==> config.mk <==
export PLATFORM = sky130hd
export DESIGN_NAME = mtf_cell
export DESIGN_NICKNAME = d
export VERILOG_FILES = /design/src/hw/rtl/mtf_pkg.sv /design/src/hw/rtl/mtf_cell.sv
export SDC_FILE = /design/constraint.sdc
export NUM_CORES = 1
export LEC_CHECK = 0
export BUFFER_PORTS_ARGS = -buffer_cell sky130_fd_sc_hd__clkbuf_2
export CORE_MARGIN = 3
export CORE_UTILIZATION = 35
export DETAILED_ROUTE_END_ITERATION = 6
export HOLD_SLACK_MARGIN = 0.12
export PLACE_DENSITY_LB_ADDON = 0.3
export SYNTH_ARGS = -nofsm -noshare
export SYNTH_HDL_FRONTEND = slang
export SYNTH_SLANG_ARGS = --single-unit
==> constraint.sdc <==
create_clock -name clock -period 6 [get_ports clock]
set_input_delay 0.3 -clock clock [delete_from_list [all_inputs] [get_ports clock]]
set_output_delay 0.3 -clock clock [all_outputs]
set_load 0.005 [all_outputs]
==> src/hw/rtl/mtf_pkg.sv <==
`timescale 1ns / 1ps
`default_nettype none

package mtf_pkg;

   localparam int DEPTH = 64;
   localparam int CNT_W = $clog2(DEPTH + 1);

   typedef enum logic [1:0] {
      KIND_PUSH  = 2'd0,
      KIND_POP   = 2'd1,
      KIND_CLEAR = 2'd2,
      KIND_QUERY = 2'd3
   } kind_type;

   typedef enum logic [1:0] {
      STATE_IDLE,
      STATE_BUILD,
      STATE_SEND
   } state_type;

   typedef struct packed {
      kind_type           kind;
      logic signed [31:0] value;
   } req_type;

   typedef struct packed {
      logic signed [31:0] front_value;
      logic signed [31:0] back_value;
      logic signed [31:0] min_value;
      logic        [6:0]  count;
      logic               is_empty;
      logic               error;
   } rsp_type;

   typedef struct packed {
      logic shift;
      logic load;
      logic push;
   } cell_ctrl_type;

endpackage

`default_nettype wire

==> src/hw/rtl/mtf_cell.sv <==
`timescale 1ns / 1ps
`default_nettype none

module mtf_cell (
   input  wire                        clock,
   input  wire mtf_pkg::cell_ctrl_type ctrl,
   input  wire logic signed [31:0]    push_value,
   input  wire logic signed [31:0]    next_value,
   input  wire logic signed [31:0]    next_min,
   output logic signed [31:0]         cell_value,
   output logic signed [31:0]         cell_min
);

   logic signed [31:0] value_ff;
   logic signed [31:0] value_in;
   logic signed [31:0] min_ff;
   logic signed [31:0] min_in;

   always_comb begin
      value_in = value_ff;
      min_in   = min_ff;
      if (ctrl.shift) begin
         value_in = next_value;
         min_in   = next_min;
      end else if (ctrl.load) begin
         value_in = push_value;
         min_in   = push_value;
      end else if (ctrl.push) begin
         min_in = (push_value < min_ff) ? push_value : min_ff;
      end
   end

   always_ff @(posedge clock) begin
      value_ff <= value_in;
      min_ff   <= min_in;
   end

   assign cell_value = value_ff;
   assign cell_min   = min_ff;

endmodule

`default_nettype wire

==> metrics.yaml <==
cts_resized: 0
via_count: 2876
num-nets-final: 646
combPwrFrac_pct: 19.2
synth_cells: 351
htree_levels: 3
postCtsSetupRepairBufs: 0
final_common_cell: "clkbuf_2"
drtPass1Iterations: 4
grt_setup_unrepaired: "no"
num_rows: 35
io_buffers: 163
finalClockSkew_ns: 0.0165
syn-cell-area_um2: 3440
fin_crit_sh_pct: 49.6
swShare_pct: 26.4
p_sw_w: 0.000304
p_seq_share_pct: 49.7
power_density_nw_per_um2: 251
clock_path_buffers: 2
grt.overflow.total: 0
setup_viol: 0
worstPathCellList: "inv_1, ha_1, a21oi_1, o21ai_0, a211o_1, a211o_1, a2111oi_0, a311o_2"
viasPerCell: 4.43
ys_warn_count: 0
crit_path_start_kind: "flip-flop"
ctsHoldBuffers: 0
grt_pass1_wl_um: 13700
worstPathArrival_ns: 2.92
report.final.slew_viol_count: 0
synth_nets: 482
tightest_slew_ns: 0.895
crit_fanout: 32
root_buffer: "clkbuf_8"
synth_top_area_cell: "edfxtp_1"
clkTransAtPathRegs_ns: 0.08
stdcell_area_um2: 4580
synth.area.top_cells: "edfxtp_1 (56%), nand2_1 (15%), ha_1 (11%)"
hpwlAfterDp_um: 6590
die_h_um: 105
track_usage_pct: 15.6
required_ns: 5.95
yosysSeqAreaShare_pct: 55.8
gp_congestion: 0.824
crit_slowest_cell: "a311o_2"
status: "finished, final reports clean"
diodes: 0
grt_max_degree: 98
syn_area_per_cell_um2: 9.81
max_cap_violations: 0
detail_route.wl_per_cell_um: 13.0
cts_sinks: 64
drive_above_1_share_pct: 34.6
met3_length_um: 549
die-width_um: 105
coreArea_um2: 9420
synth-seq-cells: 64
hold_violations: 0
synth_top_area_share_pct: 55.8
antenna_found_initial: 0
fmax_ghz: 0.336
hp-class: "input pin to flip-flop"
numCtsBuffers: 9
crit_type: "flip-flop to flip-flop"
met1_length_um: 3600
grt_pass1_vias: 2895
route.detailed.drc: 0
dr_wl_met2_um: 4120
p_int_w: 0.000847
end_kind: "flip-flop"
period_minus_slack_ns: 2.98
ant_nets: 0
highest_layer: "met4"
power_leakage_nw: 2.43
post_dp_cell_area_um2: 4390
insertion_delay_ns: 0.33
wl_um: 8440
tritoncts: "built"
ioPinCount: 164
final_cell_mix: "clkbuf_2 (163), nand2_1 (136), edfxtp_1 (64)"
r2r_slack_ns: 3.02
start_util_pct: 36.6
ir_drop_uv: 108
synth_cell_types: 22
fin_tns_setup_ns: 0
relSlewSlack_pct: 40.4
area_delta_synth_final_pct: 32.9
dieArea_um2: 11100
drt_iter0_markers: 100
cpPeakStageDelay_ns: 0.73
power_frac_clock_pct: 31.1
cpMostUsedCell: "a211o_1"
power groups by stage:
stage          clock network [W]  logic (W)  registers (W)
6_report                0.000358   0.000221       0.000572
5_1_grt                 0.000389   0.000255       0.000579
4_1_cts                 0.000371   0.000227       0.000573
3_5_place_dp                   0   0.000226       0.000582
3_3_place_gp                   0   0.000220       0.000581
2_1_floorplan                  0   0.000103       0.000585
worst max-delay path: cells and delay by family, from the launching register on:
kind                       cells  cell delay, ns
AOI/OAI and AO/OA              6            1.87
DFF                            1            0.39
adders and majority gates      1            0.25
buffers and inverters          1            0.07
worst paths after layout:
path	from	endpoint	depth (start not counted)
max	cell_min[19]	cell_min[15]	8
min	next_value[22]	cell_value[22]	3
max reg2reg	cell_min[19]	cell_min[15]	8
min reg2reg	cell_min[31]	cell_min[27]	4
stage by stage:
step,hold WS (ns),util [%],power (W),setup WS [ns],std cells
after floorplan,0.482,-,0.000689,2.96,351
after global placement,0.573,46.6,0.000801,2.92,633
after detailed placement,0.576,46.6,0.000808,2.86,633
after CTS,0.210,48.6,0.00117,2.99,649
after global routing,0.226,48.6,0.00122,2.80,649
final,0.230,48.6,0.00115,3.02,649
routing by layer:
metal,GRT usage (%),vias to the layer above
li1,-,1500
met1,18.9,1267
met2,26.6,96
met3,3.46,13
met4,6.56,0
met5,0,-
synthesized netlist by cell type:
cell       count
nor3_1         1
a21o_1         1
and4_1         1
o21a_1         1
a21oi_1       14
or2_2          1
nand2b_1      33
nand2_1      136
a2111oi_0      2
edfxtp_1      64
o31ai_1        1
ha_1          31
a211o_1        2
a211oi_1       1
clkbuf_1      11
nand4_1        5
inv_1         32
a311o_1        1
or4_1          1
nor2_1         6
o21ai_0        4
nand3_1        2
cell type report:
cell class                 count  area (um2)
clock buffer                  11         131
clock inverter                 5        57.6
fill                         916        4840
inverter                      32         120
multi-input combinational    244        1360
sequential                    64        1920
tap                          129         161
timing repair buffer         164         823
registers in the layout (all words and copies together), names as in the netlist:
signal,flops
cell_min,32
cell_value,32
cell families after synthesis:
family                   count (synthesis)  share of synthesized area (%)
AO/OA/AOI/OAI                           27                           4.80
AND/OR/NAND/NOR                        186                           23.5
adder cells (fa/ha/maj)                 31                           11.3
buffers and inverters                   43                           4.69
flip-flops                              64                           55.8
Note: power is estimated with default switching activity, not from simulation.
